`config.mk`:
```
export PLATFORM = sky130hd
export DESIGN_NAME = ethernet_frame_protocol_port_filter_flat
export DESIGN_NICKNAME = d
export VERILOG_FILES = /design/src/efpf_pkg.sv /design/src/efpf_ifs.sv /design/src/ethernet_frame_protocol_port_filter.sv /design/src/efpf_front.sv /design/src/efpf_queue.sv /design/src/efpf_back.sv /design/src/flat_wrapper.sv
export SDC_FILE = /design/constraint.sdc
export NUM_CORES = 1
export LEC_CHECK = 0
export BUFFER_PORTS_ARGS = -buffer_cell sky130_fd_sc_hd__buf_2
export CAP_MARGIN = 20
export CORE_ASPECT_RATIO = 0.75
export CORE_MARGIN = 2
export CORE_UTILIZATION = 35
export DETAILED_ROUTE_END_ITERATION = 16
export PLACE_DENSITY = 0.59
export SLEW_MARGIN = 20
export SYNTH_ARGS = -nofsm -noshare
export SYNTH_HDL_FRONTEND = slang
export SYNTH_SLANG_ARGS = --single-unit
```
`constraint.sdc`:
```
create_clock -name clk -period 4.3 [get_ports clk]
set_clock_uncertainty 0.1 [all_clocks]
set_input_delay 0.645 -clock clk [delete_from_list [all_inputs] [get_ports clk]]
set_output_delay 0.645 -clock clk [all_outputs]
set_load 0.02 [all_outputs]
```
`src/efpf_pkg.sv`:
```
`default_nettype none
package efpf_pkg;

  // frame byte counter
  localparam int unsigned POS_W = 6;
  localparam logic [POS_W-1:0] POS_MAX = '1;

  // header byte positions
  localparam logic [POS_W-1:0] POS_ETYPE_HI  = 6'd12;
  localparam logic [POS_W-1:0] POS_ETYPE_LO  = 6'd13;
  localparam logic [POS_W-1:0] POS_V4_PROTO  = 6'd23;
  localparam logic [POS_W-1:0] POS_V6_NEXT   = 6'd20;
  localparam logic [POS_W-1:0] POS_V4_PORTS  = 6'd34;
  localparam logic [POS_W-1:0] POS_V6_PORTS  = 6'd54;
  localparam logic [POS_W-1:0] POS_PORTS_LEN = 6'd4;

  // ethertypes and protocol numbers
  localparam logic [15:0] ETYPE_IPV4 = 16'h0800;
  localparam logic [15:0] ETYPE_ARP  = 16'h0806;
  localparam logic [15:0] ETYPE_IPV6 = 16'h86DD;
  localparam logic [7:0]  PROTO_ICMP = 8'd1;
  localparam logic [7:0]  PROTO_TCP  = 8'd6;
  localparam logic [7:0]  PROTO_UDP  = 8'd17;

  localparam int unsigned CFG_IDX_W = 3;
  localparam int unsigned CFG_DAT_W = 16;

  typedef enum logic [1:0] {
    FK_IPV4  = 2'd0,
    FK_ARP   = 2'd1,
    FK_IPV6  = 2'd2,
    FK_OTHER = 2'd3
  } frame_kind_t;

  typedef enum logic [1:0] {
    TK_ICMP = 2'd0,
    TK_TCP  = 2'd1,
    TK_UDP  = 2'd2,
    TK_NONE = 2'd3
  } transport_kind_t;

  typedef enum logic [CFG_IDX_W-1:0] {
    REG_ICMP_EN    = 3'd0,
    REG_TCP_EN     = 3'd1,
    REG_UDP_EN     = 3'd2,
    REG_ARP_EN     = 3'd3,
    REG_PORT_MATCH = 3'd4,
    REG_MATCH_PORT = 3'd5
  } cfg_reg_t;

  // one classified frame, front to back
  typedef struct packed {
    frame_kind_t frame_kind;
    logic [7:0]  proto;
    logic [15:0] src_port;
    logic [15:0] dst_port;
    logic        eth_short;
    logic        proto_short;
    logic        ports_short;
  } frame_rec_t;

  // queue control from the front
  typedef struct packed {
    logic push;
  } queue_ctl_t;

  localparam int unsigned QUEUE_DEPTH = 2;

endpackage
`default_nettype wire

```
`src/efpf_ifs.sv`:
```
`default_nettype none
interface efpf_byte_if;
  logic       valid;
  logic       ready;
  logic [7:0] data_byte;
  logic       last_byte;
  modport source (output valid, output data_byte, output last_byte, input ready);
  modport sink   (input valid, input data_byte, input last_byte, output ready);
endinterface

interface efpf_verdict_if;
  logic        valid;
  logic        ready;
  logic        accept;
  logic [1:0]  frame_kind;
  logic [1:0]  transport_kind;
  logic [15:0] source_port;
  logic [15:0] destination_port;
  logic        too_short;
  modport source (output valid, output accept, output frame_kind, output transport_kind,
                  output source_port, output destination_port, output too_short,
                  input ready);
  modport sink   (input valid, input accept, input frame_kind, input transport_kind,
                  input source_port, input destination_port, input too_short,
                  output ready);
endinterface

interface efpf_cfg_if;
  logic                             valid;
  logic                             ready;
  logic [efpf_pkg::CFG_IDX_W-1:0]   index;
  logic [efpf_pkg::CFG_DAT_W-1:0]   data;
  modport source (output valid, output index, output data, input ready);
  modport sink   (input valid, input index, input data, output ready);
endinterface
`default_nettype wire

```
`src/ethernet_frame_protocol_port_filter.sv`:
```
// Ethernet protocol and port filter. Frame bytes enter on the frame channel, one per
// cycle while the channel is not stalled, with no gaps needed, starting at the
// destination MAC; the byte flagged last_byte closes the frame and yields one verdict
// on the verdict channel. The frame is classified as its last byte transfers and
// enters a two-entry queue on that edge; the verdict register loads from the queue
// whenever it is empty or its verdict is being taken. The frame channel stalls only
// when two finished frames wait in the queue. The EtherType is read at bytes 12-13;
// IPv4 assumes a 20-byte header (protocol at byte 23, ports at 34-37), IPv6 reads
// next-header at byte 20 and ports at 54-57. The configuration channel is always
// ready; write it only while no frame is in flight.
`default_nettype none
module ethernet_frame_protocol_port_filter (
  input  wire             clk,
  input  wire             rst,
  efpf_byte_if.sink       frame,
  efpf_verdict_if.source  verdict,
  efpf_cfg_if.sink        cfg
);

  efpf_pkg::queue_ctl_t  ctl;
  efpf_pkg::frame_rec_t  wr_rec, rd_rec;
  logic                  full, rd_valid, rd_pop;

  // byte parser
  efpf_front u_front (
    .clk        (clk),
    .rst        (rst),
    .frame      (frame),
    .queue_full (full),
    .ctl        (ctl),
    .rec        (wr_rec)
  );

  // finished-frame queue
  efpf_queue u_queue (
    .clk      (clk),
    .rst      (rst),
    .ctl      (ctl),
    .wr_rec   (wr_rec),
    .full     (full),
    .rd_valid (rd_valid),
    .rd_pop   (rd_pop),
    .rd_rec   (rd_rec)
  );

  // verdict stage
  efpf_back u_back (
    .clk       (clk),
    .rst       (rst),
    .cfg       (cfg),
    .rec_valid (rd_valid),
    .rec       (rd_rec),
    .rec_pop   (rd_pop),
    .verdict   (verdict)
  );

endmodule
`default_nettype wire

```
`src/efpf_front.sv`:
```
`default_nettype none
module efpf_front (
  input  wire                    clk,
  input  wire                    rst,
  efpf_byte_if.sink              frame,
  input  wire                    queue_full,
  output efpf_pkg::queue_ctl_t   ctl,
  output efpf_pkg::frame_rec_t   rec
);

  logic [efpf_pkg::POS_W-1:0] pos;
  logic [15:0] etype, etype_next;
  logic [7:0]  proto, proto_next;
  logic [15:0] sport, sport_next;
  logic [15:0] dport, dport_next;
  logic        is_v4, is_v6, is_v4_next, is_v6_next;
  logic        xfer;
  logic [efpf_pkg::POS_W-1:0] pbase;

  assign frame.ready = !queue_full;
  assign xfer        = frame.valid && frame.ready;

  assign is_v4 = (etype == efpf_pkg::ETYPE_IPV4);
  assign is_v6 = (etype == efpf_pkg::ETYPE_IPV6);
  assign pbase = is_v6 ? efpf_pkg::POS_V6_PORTS : efpf_pkg::POS_V4_PORTS;

  // field capture at fixed byte positions
  always_comb begin
    etype_next = etype;
    proto_next = proto;
    sport_next = sport;
    dport_next = dport;
    if (pos == efpf_pkg::POS_ETYPE_HI) etype_next[15:8] = frame.data_byte;
    if (pos == efpf_pkg::POS_ETYPE_LO) etype_next[7:0]  = frame.data_byte;
    if ((is_v4 && pos == efpf_pkg::POS_V4_PROTO) || (is_v6 && pos == efpf_pkg::POS_V6_NEXT))
      proto_next = frame.data_byte;
    if (is_v4 || is_v6) begin
      if (pos == pbase)                      sport_next[15:8] = frame.data_byte;
      if (pos == pbase + 6'd1)               sport_next[7:0]  = frame.data_byte;
      if (pos == pbase + 6'd2)               dport_next[15:8] = frame.data_byte;
      if (pos == pbase + 6'd3)               dport_next[7:0]  = frame.data_byte;
    end
  end

  assign is_v4_next = (etype_next == efpf_pkg::ETYPE_IPV4);
  assign is_v6_next = (etype_next == efpf_pkg::ETYPE_IPV6);

  // classify the frame on its last byte
  always_comb begin
    rec.proto       = proto_next;
    rec.src_port    = sport_next;
    rec.dst_port    = dport_next;
    rec.eth_short   = (pos < efpf_pkg::POS_ETYPE_LO);
    rec.proto_short = is_v4_next ? (pos < efpf_pkg::POS_V4_PROTO)
                                 : (pos < efpf_pkg::POS_V6_NEXT);
    rec.ports_short = is_v4_next
                    ? (pos < efpf_pkg::POS_V4_PORTS + efpf_pkg::POS_PORTS_LEN - 6'd1)
                    : (pos < efpf_pkg::POS_V6_PORTS + efpf_pkg::POS_PORTS_LEN - 6'd1);
    if (rec.eth_short)                           rec.frame_kind = efpf_pkg::FK_OTHER;
    else if (is_v4_next)                         rec.frame_kind = efpf_pkg::FK_IPV4;
    else if (is_v6_next)                         rec.frame_kind = efpf_pkg::FK_IPV6;
    else if (etype_next == efpf_pkg::ETYPE_ARP)  rec.frame_kind = efpf_pkg::FK_ARP;
    else                                         rec.frame_kind = efpf_pkg::FK_OTHER;
  end

  assign ctl.push = xfer && frame.last_byte;

  // per-frame state, cleared after the last byte
  always_ff @(posedge clk) begin
    if (rst) begin
      pos   <= '0;
      etype <= '0;
      proto <= '0;
      sport <= '0;
      dport <= '0;
    end else if (xfer) begin
      if (frame.last_byte) begin
        pos   <= '0;
        etype <= '0;
        proto <= '0;
        sport <= '0;
        dport <= '0;
      end else begin
        if (pos != efpf_pkg::POS_MAX) pos <= pos + 6'd1;
        etype <= etype_next;
        proto <= proto_next;
        sport <= sport_next;
        dport <= dport_next;
      end
    end
  end

endmodule
`default_nettype wire

```
`src/efpf_queue.sv`:
```
`default_nettype none
module efpf_queue (
  input  wire                        clk,
  input  wire                        rst,
  input  wire efpf_pkg::queue_ctl_t  ctl,
  input  wire efpf_pkg::frame_rec_t  wr_rec,
  output logic                       full,
  output logic                       rd_valid,
  input  wire                        rd_pop,
  output efpf_pkg::frame_rec_t       rd_rec
);

  efpf_pkg::frame_rec_t mem [efpf_pkg::QUEUE_DEPTH];
  logic       wr_ptr, rd_ptr;
  logic [1:0] count;

  assign full     = (count == 2'(efpf_pkg::QUEUE_DEPTH));
  assign rd_valid = (count != 2'd0);
  assign rd_rec   = mem[rd_ptr];

  // storage
  always_ff @(posedge clk) begin
    if (ctl.push) mem[wr_ptr] <= wr_rec;
  end

  // pointers and fill count
  always_ff @(posedge clk) begin
    if (rst) begin
      wr_ptr <= 1'b0;
      rd_ptr <= 1'b0;
      count  <= 2'd0;
    end else begin
      if (ctl.push) wr_ptr <= !wr_ptr;
      if (rd_pop)   rd_ptr <= !rd_ptr;
      case ({ctl.push, rd_pop})
        2'b10:   count <= count + 2'd1;
        2'b01:   count <= count - 2'd1;
        default: count <= count;
      endcase
    end
  end

endmodule
`default_nettype wire

```
`src/efpf_back.sv`:
```
`default_nettype none
module efpf_back (
  input  wire                        clk,
  input  wire                        rst,
  efpf_cfg_if.sink                   cfg,
  input  wire                        rec_valid,
  input  wire efpf_pkg::frame_rec_t  rec,
  output logic                       rec_pop,
  efpf_verdict_if.source             verdict
);

  logic        icmp_en, tcp_en, udp_en, arp_en, port_match_en;
  logic [15:0] match_port;

  logic                        accept_next;
  efpf_pkg::transport_kind_t   tkind_next;
  logic [15:0]                 sport_next, dport_next;
  logic                        short_next;
  logic                        l4_en;

  assign cfg.ready = 1'b1;

  // configuration registers
  always_ff @(posedge clk) begin
    if (rst) begin
      icmp_en       <= 1'b1;
      tcp_en        <= 1'b1;
      udp_en        <= 1'b1;
      arp_en        <= 1'b1;
      port_match_en <= 1'b0;
      match_port    <= '0;
    end else if (cfg.valid) begin
      case (efpf_pkg::cfg_reg_t'(cfg.index))
        efpf_pkg::REG_ICMP_EN:    icmp_en       <= cfg.data[0];
        efpf_pkg::REG_TCP_EN:     tcp_en        <= cfg.data[0];
        efpf_pkg::REG_UDP_EN:     udp_en        <= cfg.data[0];
        efpf_pkg::REG_ARP_EN:     arp_en        <= cfg.data[0];
        efpf_pkg::REG_PORT_MATCH: port_match_en <= cfg.data[0];
        efpf_pkg::REG_MATCH_PORT: match_port    <= cfg.data;
        default: ;
      endcase
    end
  end

  // verdict
  always_comb begin
    accept_next = 1'b0;
    tkind_next  = efpf_pkg::TK_NONE;
    sport_next  = '0;
    dport_next  = '0;
    short_next  = 1'b0;
    l4_en       = (rec.proto == efpf_pkg::PROTO_TCP) ? tcp_en : udp_en;
    if (rec.eth_short) begin
      short_next = 1'b1;
    end else begin
      case (rec.frame_kind)
        efpf_pkg::FK_ARP: accept_next = arp_en;
        efpf_pkg::FK_IPV4, efpf_pkg::FK_IPV6: begin
          if (rec.proto_short) begin
            short_next = 1'b1;
          end else if (rec.proto == efpf_pkg::PROTO_ICMP) begin
            tkind_next  = efpf_pkg::TK_ICMP;
            accept_next = icmp_en;
          end else if (rec.proto == efpf_pkg::PROTO_TCP ||
                       rec.proto == efpf_pkg::PROTO_UDP) begin
            tkind_next = (rec.proto == efpf_pkg::PROTO_TCP) ? efpf_pkg::TK_TCP
                                                           : efpf_pkg::TK_UDP;
            if (rec.ports_short) begin
              short_next = 1'b1;
            end else begin
              sport_next  = rec.src_port;
              dport_next  = rec.dst_port;
              accept_next = l4_en && (!port_match_en || rec.src_port == match_port ||
                                      rec.dst_port == match_port);
            end
          end
        end
        default: ;
      endcase
    end
  end

  assign rec_pop = rec_valid && (!verdict.valid || verdict.ready);

  // output register
  always_ff @(posedge clk) begin
    if (rst) begin
      verdict.valid <= 1'b0;
    end else if (!verdict.valid || verdict.ready) begin
      verdict.valid <= rec_valid;
    end
  end

  always_ff @(posedge clk) begin
    if (rec_pop) begin
      verdict.accept           <= accept_next;
      verdict.frame_kind       <= rec.frame_kind;
      verdict.transport_kind   <= tkind_next;
      verdict.source_port      <= sport_next;
      verdict.destination_port <= dport_next;
      verdict.too_short        <= short_next;
    end
  end

endmodule
`default_nettype wire

```
`src/flat_wrapper.sv`:
```
// flat-port wrapper written by rule: the top's interface ports become plain ports
module ethernet_frame_protocol_port_filter_flat 
  (clk, rst, frame_valid, frame_data_byte, frame_last_byte, frame_ready, verdict_valid, verdict_accept, verdict_frame_kind, verdict_transport_kind, verdict_source_port, verdict_destination_port, verdict_too_short, verdict_ready, cfg_valid, cfg_index, cfg_data, cfg_ready);
  efpf_byte_if frame_i ();
  efpf_verdict_if verdict_i ();
  efpf_cfg_if cfg_i ();
  input  wire clk;
  input  wire rst;
  input wire logic [$bits(frame_i.valid)-1:0] frame_valid;
  input wire logic [$bits(frame_i.data_byte)-1:0] frame_data_byte;
  input wire logic [$bits(frame_i.last_byte)-1:0] frame_last_byte;
  output wire logic [$bits(frame_i.ready)-1:0] frame_ready;
  output wire logic [$bits(verdict_i.valid)-1:0] verdict_valid;
  output wire logic [$bits(verdict_i.accept)-1:0] verdict_accept;
  output wire logic [$bits(verdict_i.frame_kind)-1:0] verdict_frame_kind;
  output wire logic [$bits(verdict_i.transport_kind)-1:0] verdict_transport_kind;
  output wire logic [$bits(verdict_i.source_port)-1:0] verdict_source_port;
  output wire logic [$bits(verdict_i.destination_port)-1:0] verdict_destination_port;
  output wire logic [$bits(verdict_i.too_short)-1:0] verdict_too_short;
  input wire logic [$bits(verdict_i.ready)-1:0] verdict_ready;
  input wire logic [$bits(cfg_i.valid)-1:0] cfg_valid;
  input wire logic [$bits(cfg_i.index)-1:0] cfg_index;
  input wire logic [$bits(cfg_i.data)-1:0] cfg_data;
  output wire logic [$bits(cfg_i.ready)-1:0] cfg_ready;
  assign frame_i.valid = frame_valid;
  assign frame_i.data_byte = frame_data_byte;
  assign frame_i.last_byte = frame_last_byte;
  assign frame_ready = frame_i.ready;
  assign verdict_valid = verdict_i.valid;
  assign verdict_accept = verdict_i.accept;
  assign verdict_frame_kind = verdict_i.frame_kind;
  assign verdict_transport_kind = verdict_i.transport_kind;
  assign verdict_source_port = verdict_i.source_port;
  assign verdict_destination_port = verdict_i.destination_port;
  assign verdict_too_short = verdict_i.too_short;
  assign verdict_i.ready = verdict_ready;
  assign cfg_i.valid = cfg_valid;
  assign cfg_i.index = cfg_index;
  assign cfg_i.data = cfg_data;
  assign cfg_ready = cfg_i.ready;
  ethernet_frame_protocol_port_filter u_core (.clk(clk), .rst(rst), .frame(frame_i), .verdict(verdict_i), .cfg(cfg_i));
endmodule
```
==> results of run 1 <==
state kept, by name (all words and copies together) (netlist names), named ones only:
| name | flops |
|---|---|
| u_core.u_back.verdict.destination_port | 16 |
| u_core.u_back.verdict.accept | 1 |
| u_core.u_back.verdict.frame_kind | 2 |
| u_core.u_back.verdict.valid | 1 |
| u_core.u_queue.count | 2 |
| u_core.u_front.proto | 8 |
| u_core.u_back.verdict.transport_kind | 2 |
| u_core.u_front.dport | 16 |
| u_core.u_back.tcp_en | 1 |
| u_core.u_back.verdict.source_port | 16 |
| u_core.u_back.arp_en | 1 |
| u_core.u_back.port_match_en | 1 |
| u_core.u_queue.rd_ptr | 1 |
| u_core.u_back.verdict.too_short | 1 |
| u_core.u_queue.wr_ptr | 1 |
| u_core.u_queue.mem | 90 |
| u_core.u_back.icmp_en | 1 |
| u_core.u_front.etype | 16 |
| u_core.u_back.match_port | 16 |
| u_core.u_front.pos | 6 |
| u_core.u_front.sport | 16 |
| u_core.u_back.udp_en | 1 |
cell usage in the layout, fill, tap and decap left out, types with 9 or more instances in the layout:
cell type	Yosys	final
a21oi_1	45	45
a22oi_1	17	17
buf_2	1	72
buf_4	1	9
clkbuf_1	33	9
clkbuf_16	0	25
dfxtp_1	89	88
edfxtp_1	128	128
inv_1	30	30
mux2_2	42	42
mux2i_1	38	38
nand2_1	56	56
nand2b_1	13	13
nand3_1	24	24
nor2_1	77	76
nor2b_1	13	13
nor3_1	15	15
nor4_1	16	16
o22ai_1	18	18
or2_2	14	14
xnor2_1	38	38
metal layers:
metal	part of all wire, %	vias to the layer above	GRT usage (%)
met2	41	208	22.9
met3	6.2	27	2.73
met5	0	-	0
met1	52	3145	26.4
li1	-	3103	-
met4	1.3	0	2.71
stage by stage:
stage,cell area [sq um],hold slack [ps],utilization (%)
3_3_place_gp,10100,352,37.9
5_1_grt,10900,264,40.8
2_1_floorplan,9440,336,-
4_1_cts,10900,247,40.8
3_5_place_dp,10100,355,37.9
6_report,10900,263,40.8
power by group:
group / internal (mW) / total [mW] / switching [mW]
Sequential: 2.46 / 2.59 / 0.132
Clock: 1.15 / 1.97 / 0.821
Combinational: 0.357 / 1.07 / 0.710
worst max-delay path: stages, from the launching register on:
cell and delay, ps:
dfxtp_1 420, nand2b_1 240, and2_1 450, nand2_1 640, nor2_4 780, buf_4 330
final cells by class:
cell class | instances | share of cell area (%)
repair buffers | 81 | 3.93
well taps | 351 | 4.03
multi-input cells | 529 | 32.4
clock buffers | 39 | 6.60
flip-flops and latches | 217 | 51.6
clock inverters | 5 | 0.390
inverters | 31 | 1.07
cells by family after synthesis:
family	share of synthesized area (%)
xor+xnor	3.90
mux	9.04
simple gates	14.4
buf+inv	3.17
fa+ha+maj	0.663
compound gates	9.15
flops	59.6
other cells	0.0397
worst max path at each step:
stage                                          end  slack, ps
2_1_floorplan   u_core.u_queue.mem[0][0]$_DFFE_PP_        430
3_3_place_gp   u_core.u_queue.mem[0][43]$_DFFE_PP_       1100
3_5_place_dp   u_core.u_queue.mem[0][44]$_DFFE_PP_       1000
4_1_cts        u_core.u_queue.mem[0][36]$_DFFE_PP_       1060
5_1_grt        u_core.u_queue.mem[0][37]$_DFFE_PP_        850
6_report       u_core.u_queue.mem[0][23]$_DFFE_PP_       1020
==> impl_metrics.yaml, run 1 <==
sta:
  tns_ps: 0
  max_freq_mhz: 305
  layout_min_cycle_time_ps: 3280
  setup_violations: 0
  period_share_pct: 76.3
  slew_headroom_pct: 30.1
  worstMarginPinSlew_ps: 1040
  finalHoldViolCount: 0
  setup_slack_ps: 1020
  maxSlewViolCount: 0
  rsz0062_at_grt: "no"
detailed_routing:
  drt-initial-drc-count: 436
  ant_nets: 0
  vias: 6483
  drc: 0
  dr.pass1.iters: 5
  wl_microns: 23600
  wire_per_inst_microns: 18.8
  avgViaCountPerCell: 5.17
global_routing:
  grt_overflow: 0
  grt_pass1_vias: 6046
  grt_pass1_wl_microns: 36200
  track_usage_pct: 16.3
  grt_antenna_before_repair: 0
  grt_max_degree: 42
critical_path:
  r2r_slack_ps: 1020
  required_ps: 4410
  cp-end-kind: "flip-flop"
  crit_arrival_ps: 3390
  crit_fanout: 20
  critPathLaunch: "u_core.u_queue.count[0]$_SDFFE_PP0P_"
  reg2reg_depth: 5
  start_kind: "flip-flop"
  crit_type: "reg -> reg"
  worstReg2RegStart: "u_core.u_queue.count[0]$_SDFFE_PP0P_"
  r2r_end: "u_core.u_queue.mem[0][23]$_DFFE_PP_"
place:
  hpwl_microns: 16200
  io_buffers: 72
  dp_slack_ps: 997
  dp_cells: 1209
  place.gp.congestion: 0.864
layout:
  multi_input_area_sq_mm: 0.00353
  final_layout_size_suffix_gt1_share_pct: 20.2
  area_delta_synth_final_pct: 15.5
  diodes: 0
  stdcell_count: 1253
  regArea_sq_mm: 0.00563
  fillers: 2564
  nets: 922
power_and_ir_drop:
  leakagePower_nw: 3.72
  finalPower_mw: 5.63
  power_density_mw_per_mm2: 516
  ir_drop_mv: 0.243
cts:
  htreeDepth: 1
  clock-sinks: 217
  clk_path_buf_depth: 3
  hold_buffers: 0
  cts_setup_buffers: 0
  cts_root_buf: "clkbuf_16"
  cts_tree: "built"
  clkLatencyLatePin_ps: 520
  cts.clk_slew.worst_paths_ps: 60
  cts-resized-gates: 0
  cts_buffers: 24
floorplanning:
  die_h_microns: 146
  fp-row-count: 52
  dieArea_sq_mm: 0.0283
  die_x_microns: 194
  io_pins: 74
  start_util_pct: 35.3
  core_sq_mm: 0.0267
yosys:
  syn_avg_cell_area_sq_um: 11.5
  yosysTopAreaCellShare_pct: 40.7
  synth_commonest_cells: "128 x edfxtp_1, 89 x dfxtp_1, 77 x nor2_1"
  yosysUniqueCellTypes: 63
  ys_warn_count: 0
  synth_seq_area_share_pct: 59.6
  synth_area_leaders: "edfxtp_1 41%, dfxtp_1 19%, mux2_2 5.0%"
  synth.net_count: 858
  post-synth-top-area-cell: "edfxtp_1"
  synthFlopType: "edfxtp_1"
  synth_area_sq_mm: 0.00944
  synth-edff-count: 128
  ys_ff_latch: 217
  syn_inst: 820
  synth.most_common_cell: "edfxtp_1"
  async_reset_ff_share_pct: 0
min_path:
  worst_hold_path_type: "in -> reg"
  holdPathEnd: "u_core.u_back.match_port[15]$_SDFFE_PP0P_"
  holdPathStages: 3
  worstHoldStart: "cfg_data[15]"
flow_run:
  maxCapViolCount: 0
status:
  outcome: "finished, final reports clean"
Power figures use the tool's default switching activity.
==> inputs of run 2 (changes only) <==
--- a/config.mk
+++ b/config.mk
@@ -5,13 +5,14 @@
 export SDC_FILE = /design/constraint.sdc
 export NUM_CORES = 1
 export LEC_CHECK = 0
+export ABC_AREA = 1
 export BUFFER_PORTS_ARGS = -buffer_cell sky130_fd_sc_hd__buf_2
 export CAP_MARGIN = 20
 export CORE_ASPECT_RATIO = 0.75
 export CORE_MARGIN = 2
 export CORE_UTILIZATION = 35
 export DETAILED_ROUTE_END_ITERATION = 16
-export PLACE_DENSITY = 0.59
+export PLACE_DENSITY = 0.61
 export SLEW_MARGIN = 20
 export SYNTH_ARGS = -nofsm -noshare
 export SYNTH_HDL_FRONTEND = slang
==> constraint.sdc (replaced) <==
create_clock -name clk -period 2.7 [get_ports clk]
set_clock_uncertainty 0.1 [all_clocks]
set_input_delay 0.405 -clock clk [delete_from_list [all_inputs] [get_ports clk]]
set_output_delay 0.405 -clock clk [all_outputs]
set_load 0.02 [all_outputs]
==> run 2 against run 1 <==
Sequential share of layout area shrank 4.2 points. Clock power up 64%. Sequential power grew 53%. Global-route usage up 0.43 points. Worst setup slack worse by 790 ps. Total power rose by 60%. Routed wire length is 9.4% higher. Critical path type unchanged.
==> impl_metrics.yaml, run 2 <==
detailed_routing:
  wl_met1_microns: 13000
  dr.pass1.iters: 6
  wl_microns: 25800
  dr_wl_met3_microns: 1670
  wire_per_inst_microns: 15.1
  vias: 8110
  drc: 0
  routed.top_layer: "met4"
  avgViaCountPerCell: 4.75
  ant_nets: 0
  wl_met2_microns: 10600
  drt-initial-drc-count: 531
yosys:
  synth_commonest_cells: "350 x nand2_1, 147 x inv_1, 128 x edfxtp_1"
  post-synth-top-area-cell: "edfxtp_1"
  syn_avg_cell_area_sq_um: 8.39
  synth_area_leaders: "edfxtp_1 38%, dfxtp_1 17%, nand2_1 13%"
  ys_ff_latch: 217
  yosysTopAreaCellShare_pct: 37.6
  async_reset_ff_share_pct: 0
  synth.net_count: 1258
  synthXorXnorAreaFrac_pct: 0.0856
  muxShareOfSynthArea_pct: 0.196
  synth.most_common_cell: "nand2_1"
  synth_area_sq_mm: 0.0102
  synth_top_family_by_area: "simple AND/OR/NAND/NOR gates"
  synth_seq_area_share_pct: 55.0
  synth-edff-count: 128
  synthAdderAreaFrac_pct: 0.611
  syn_inst: 1220
  synth_compound_area_share_pct: 9.40
  ys_warn_count: 0
  yosysUniqueCellTypes: 43
  synthFlopType: "edfxtp_1"
  synth_simple_gate_area_share_pct: 26.9
floorplanning:
  start_util_pct: 35.4
  die_x_microns: 201
  die_h_microns: 152
  dieArea_sq_mm: 0.0306
  fp-row-count: 54
  io_pins: 74
  core_sq_mm: 0.0289
layout:
  multi_input_area_sq_mm: 0.00384
  final_layout_size_suffix_gt1_share_pct: 13.2
  final_cell_mix: "350 x nand2_1, 147 x inv_1, 128 x edfxtp_1"
  area_delta_synth_final_pct: 15.9
  nets: 1334
  diodes: 0
  largest_reg_flops: 90
  regArea_sq_mm: 0.00563
  layout_commonest_cell: "nand2_1"
  final_area_sq_mm: 0.0119
  fillers: 2886
  top_register: "u_core.u_queue.mem"
sta:
  layout_min_cycle_time_ps: 2470
  rsz0062_at_grt: "no"
  slew_headroom_pct: 49.1
  finalHoldViolCount: 0
  setup_violations: 0
  maxSlewViolCount: 0
  period_share_pct: 91.4
  hold_slack_ps: 62.9
  worstMarginPinSlew_ps: 764
  max_freq_mhz: 405
cts:
  cts_buffers: 24
  htreeDepth: 1
  clock-sinks: 217
  cts-resized-gates: 0
  cts_setup_buffers: 0
  hold_buffers: 0
  cts.clk_slew.worst_paths_ps: 70
  clk_path_buf_depth: 3
  cts_tree: "built"
  clkLatencyLatePin_ps: 530
  cts_root_buf: "clkbuf_16"
critical_path:
  crit_fanout: 16
  crit_arrival_ps: 2630
  start_kind: "flip-flop"
  cp-end-kind: "flip-flop"
  crit_type: "reg -> reg"
  required_ps: 2860
power_and_ir_drop:
  leakagePower_nw: 4.77
  power_frac_seq_pct: 43.7
  finalPower_mw: 9.03
  power_density_mw_per_mm2: 761
  p_sw_mw: 2.84
  p_int_mw: 6.19
  p_sw_share_pct: 31.4
  ir_drop_mv: 0.393
  p_clk_share_pct: 35.8
  p_comb_share_pct: 20.4
global_routing:
  grt_antenna_before_repair: 0
  grt_max_degree: 63
  grt_pass1_vias: 7362
  track_usage_pct: 16.8
  grt_overflow: 0
  grt_pass1_wl_microns: 40700
place:
  place_area_sq_mm: 0.0111
  hpwl_microns: 18100
  io_buffers: 72
  place.gp.congestion: 0.867
status:
  outcome: "finished, final reports clean"
flow_run:
  maxCapViolCount: 0
min_path:
  worst_hold_path_type: "in -> reg"
## run 2: cell count changes after synthesis, moves of 17 or more
| cell | before | now |
|---|---|---|
| a22oi_1 | 17 | 0 |
| mux2i_1 | 38 | 2 |
| nand3_1 | 24 | 112 |
| o21ai_0 | 8 | 39 |
| and2_1 | 3 | 32 |
| inv_1 | 30 | 147 |
| a21oi_1 | 45 | 100 |
| mux2_2 | 42 | 0 |
| xnor2_1 | 38 | 0 |
| nand2_1 | 56 | 350 |
## run 2: cell type report
type	count	share of cell area [%]
Tap cell	392	4.14
Timing Repair Buffer	92	4.62
Sequential cell	217	47.4
Multi-Input combinational cell	808	32.4
Clock buffer	26	5.13
Clock inverter	18	1.47
Inverter	153	4.85
## run 2: final timing paths
path	slack, ps	to	depth (start not counted)	startpoint
hold reg to reg	350	flip-flop	1	u_core.u_queue.rd_ptr$_SDFFE_PP0P_
setup reg to reg	230	u_core.u_queue.mem[0][1]$_DFFE_PP_	9	u_core.u_front.pos[0]$_SDFFE_PP0P_
hold / removal	60	u_core.u_back.match_port[8]$_SDFFE_PP0P_	3	cfg_data[8]
setup / recovery	230	u_core.u_queue.mem[0][1]$_DFFE_PP_	9	u_core.u_front.pos[0]$_SDFFE_PP0P_
## run 2: power by group through the flow
stage	registers, mW	logic, mW	clock network [mW]
6_report	3.95	1.85	3.24
5_1_grt	3.98	2.05	3.44
4_1_cts	3.95	1.86	3.30
3_5_place_dp	4.03	1.86	0
3_3_place_gp	4.02	1.84	0
2_1_floorplan	4.25	1.01	0
## run 2: cell families (layout without fill, tap and decap cells)
kind of cell	after synthesis	count (layout)
AOI/OAI and AO/OA	180	180
xor gates and xnor gates	1	1
adders and majority gates	5	5
buffers and inverters	195	289
DFF	217	217
muxes	2	2
other	1	1
and+or+nand+nor	619	619
## run 2: through the flow
step / TNS (ps) / worst slack, ps / std cells / util [%]
3_5_place_dp: 0 / 228 / 1662 / 38.3
3_3_place_gp: 0 / 187 / 1662 / 38.3
6_report: 0 / 234 / 1706 / 41.0
2_1_floorplan: -6660 / -74.0 / 1220 / -
4_1_cts: 0 / 206 / 1706 / 41.0
5_1_grt: 0 / 0.838 / 1706 / 41.0
## run 2: routing by layer
metal  vias to the layer above  global-route usage [%]
met4                         0                    4.31
met2                       252                    24.3
met5                         -                       0
met3                        40                    2.70
met1                      3655                    25.8
li1                       4163                       -
## run 2: critical path, stage by stage, from the launching register on
cell	delay, ps
dfxtp_1	350
inv_1	110
ha_1	290
nand3_4	220
o21ai_0	390
inv_2	100
nor4_4	360
nand2_2	110
nand3_1	90
nand2_1	80
==> inputs of run 3 (changes only) <==
--- a/config.mk
+++ b/config.mk
@@ -9,10 +9,10 @@
 export BUFFER_PORTS_ARGS = -buffer_cell sky130_fd_sc_hd__buf_2
 export CAP_MARGIN = 20
 export CORE_ASPECT_RATIO = 0.75
-export CORE_MARGIN = 2
-export CORE_UTILIZATION = 35
+export CORE_MARGIN = 4
+export CORE_UTILIZATION = 55
 export DETAILED_ROUTE_END_ITERATION = 16
-export PLACE_DENSITY = 0.61
+export PLACE_DENSITY = 0.85
 export SLEW_MARGIN = 20
 export SYNTH_ARGS = -nofsm -noshare
 export SYNTH_HDL_FRONTEND = slang
==> run 3 against run 2 <==
Global-route usage increased by 7.5 points. Core utilization increased by 23 points. Routed wire length decreased by 1.4%. Via count increased by 4.9%. Combinational power about the same. Critical path depth unchanged. Sequential share of layout area increased by 1.4 points. Sequential cell count unchanged.
==> impl_metrics.yaml, run 3 (synthesis gave the netlist of run 2 again) <==
cts:
  cts_setup_buffers: 0
  clkLatencyLatePin_ps: 520
  clock-sinks: 217
  htreeDepth: 1
  clk_path_buf_depth: 3
  hold_buffers: 0
  cts_tree: "built"
  cts.clk_slew.worst_paths_ps: 60
  cts_root_buf: "clkbuf_16"
  cts_buffers: 22
min_path:
  worst_hold_path_type: "in -> reg"
  worstHoldStart: "cfg_data[6]"
  holdPathStages: 3
  holdPathEnd: "u_core.u_back.match_port[6]$_SDFFE_PP0P_"
layout:
  top_register: "u_core.u_queue.mem"
  diodes: 0
  layout_commonest_cell: "nand2_1"
  final_layout_size_suffix_gt1_share_pct: 12.0
  area_delta_synth_final_pct: 12.6
  nets: 1327
  final_cell_mix: "350 x nand2_1, 147 x inv_1, 128 x edfxtp_1"
  largest_reg_flops: 90
critical_path:
  reg2reg_depth: 9
  start_kind: "flip-flop"
  cp-end-kind: "flip-flop"
  r2r_end: "u_core.u_queue.mem[0][43]$_DFFE_PP_"
  required_ps: 2820
  crit_arrival_ps: 2600
  crit_fanout: 16
  worstReg2RegStart: "u_core.u_front.pos[0]$_SDFFE_PP0P_"
  r2r_slack_ps: 210
  crit_type: "reg -> reg"
global_routing:
  grt_pass1_vias: 7797
  grt_antenna_before_repair: 0
  grt_max_degree: 63
  track_usage_pct: 24.3
  grt_pass1_wl_microns: 40300
  grt_overflow: 0
sta:
  tns_ps: 0
  setup_violations: 0
  finalHoldViolCount: 0
  slew_headroom_pct: 50.9
  maxSlewViolCount: 0
  layout_min_cycle_time_ps: 2490
  period_share_pct: 92.1
  hold_slack_ps: 72.2
  rsz0062_at_grt: "no"
  max_freq_mhz: 402
  worstMarginPinSlew_ps: 737
  setup_slack_ps: 215
power_and_ir_drop:
  power_density_mw_per_mm2: 750
  ir_drop_mv: 0.474
  finalPower_mw: 8.64
  leakagePower_nw: 4.70
flow_run:
  maxCapViolCount: 0
place:
  place.gp.congestion: 0.899
  hpwl_microns: 17600
  dp_slack_ps: 216
  io_buffers: 72
detailed_routing:
  drc: 0
  avgViaCountPerCell: 5.50
  wl_met1_microns: 11100
  drt-initial-drc-count: 1007
  wire_per_inst_microns: 16.5
  dr_wl_met3_microns: 2880
  ant_nets: 0
  routed.top_layer: "met4"
  wl_microns: 25500
  wl_met2_microns: 10700
  dr.pass1.iters: 6
  vias: 8509
status:
  outcome: "finished, final reports clean"
floorplanning:
  die_h_microns: 126
  io_pins: 74
  start_util_pct: 56.9
  die_x_microns: 166
  dieArea_sq_mm: 0.0209
  fp-row-count: 42
  core_sq_mm: 0.0180
==> run 3: cell type report <==
type | instances | area [sq um]
Multi-Input combinational cell | 808 | 3840
Clock buffer | 30 | 601
Sequential cell | 217 | 5630
Tap cell | 242 | 303
Inverter | 153 | 576
Timing Repair Buffer | 87 | 498
Clock inverter | 10 | 82.6
Fill cell | 1470 | 6450
==> run 3: how the worst max path moves through the flow <==
| stage | from | to | slack (ps) | cells after the start |
|---|---|---|---|---|
| floorplan | u_core.u_queue.count[0]$_SDFFE_PP0P_ | u_core.u_queue.mem[0][0]$_DFFE_PP_ | -70 | 6 |
| detailed placement | u_core.u_front.pos[0]$_SDFFE_PP0P_ | u_core.u_queue.mem[0][43]$_DFFE_PP_ | 220 | 9 |
| global route | u_core.u_front.pos[1]$_SDFFE_PP0P_ | u_core.u_queue.mem[0][43]$_DFFE_PP_ | 8 | 9 |
| global placement | u_core.u_front.pos[1]$_SDFFE_PP0P_ | u_core.u_queue.mem[0][43]$_DFFE_PP_ | 310 | 9 |
| CTS | u_core.u_front.pos[1]$_SDFFE_PP0P_ | u_core.u_queue.mem[0][43]$_DFFE_PP_ | 210 | 9 |
| finish | u_core.u_front.pos[0]$_SDFFE_PP0P_ | u_core.u_queue.mem[0][43]$_DFFE_PP_ | 210 | 9 |
==> run 3: where the power goes <==
part           internal [mW]  total, mW  switching, mW
Combinational          0.461       1.82           1.36
Clock                   1.65       2.87           1.21
Sequential              3.86       3.95         0.0966
Total                   5.97       8.64           2.67
==> run 3: timing repair <==
item | in CTS | in global routing
endpoints found under the setup margin | 0 | 8
resized for setup | 0 | 2
hold endpoints to repair | 0 | 0
==> run 3: critical path, cell delays in order, from the launching register on <==
cell     delay (ps)
dfxtp_1         340
inv_1           110
ha_1            300
nand3_4         210
o21ai_0         460
nand4_1         220
nor4_4          210
nand2_2         110
o21ai_2          70
nand2_1          80
==> run 3: metrics by stage <==
stage	instances	cell area, sq um	util [%]
final	1547	11500	64.1
after CTS	1547	11500	64.1
after global routing	1547	11500	64.1
after floorplan	1220	10200	-
after global placement	1507	10800	60.3
after detailed placement	1507	10800	60.3
==> run 3: per-layer routing <==
| layer | track usage (%) | vias up |
|---|---|---|
| met1 | 36.0 | 3873 |
| li1 | - | 4141 |
| met2 | 36.4 | 437 |
| met5 | 0 | - |
| met3 | 4.96 | 58 |
| met4 | 7.08 | 0 |
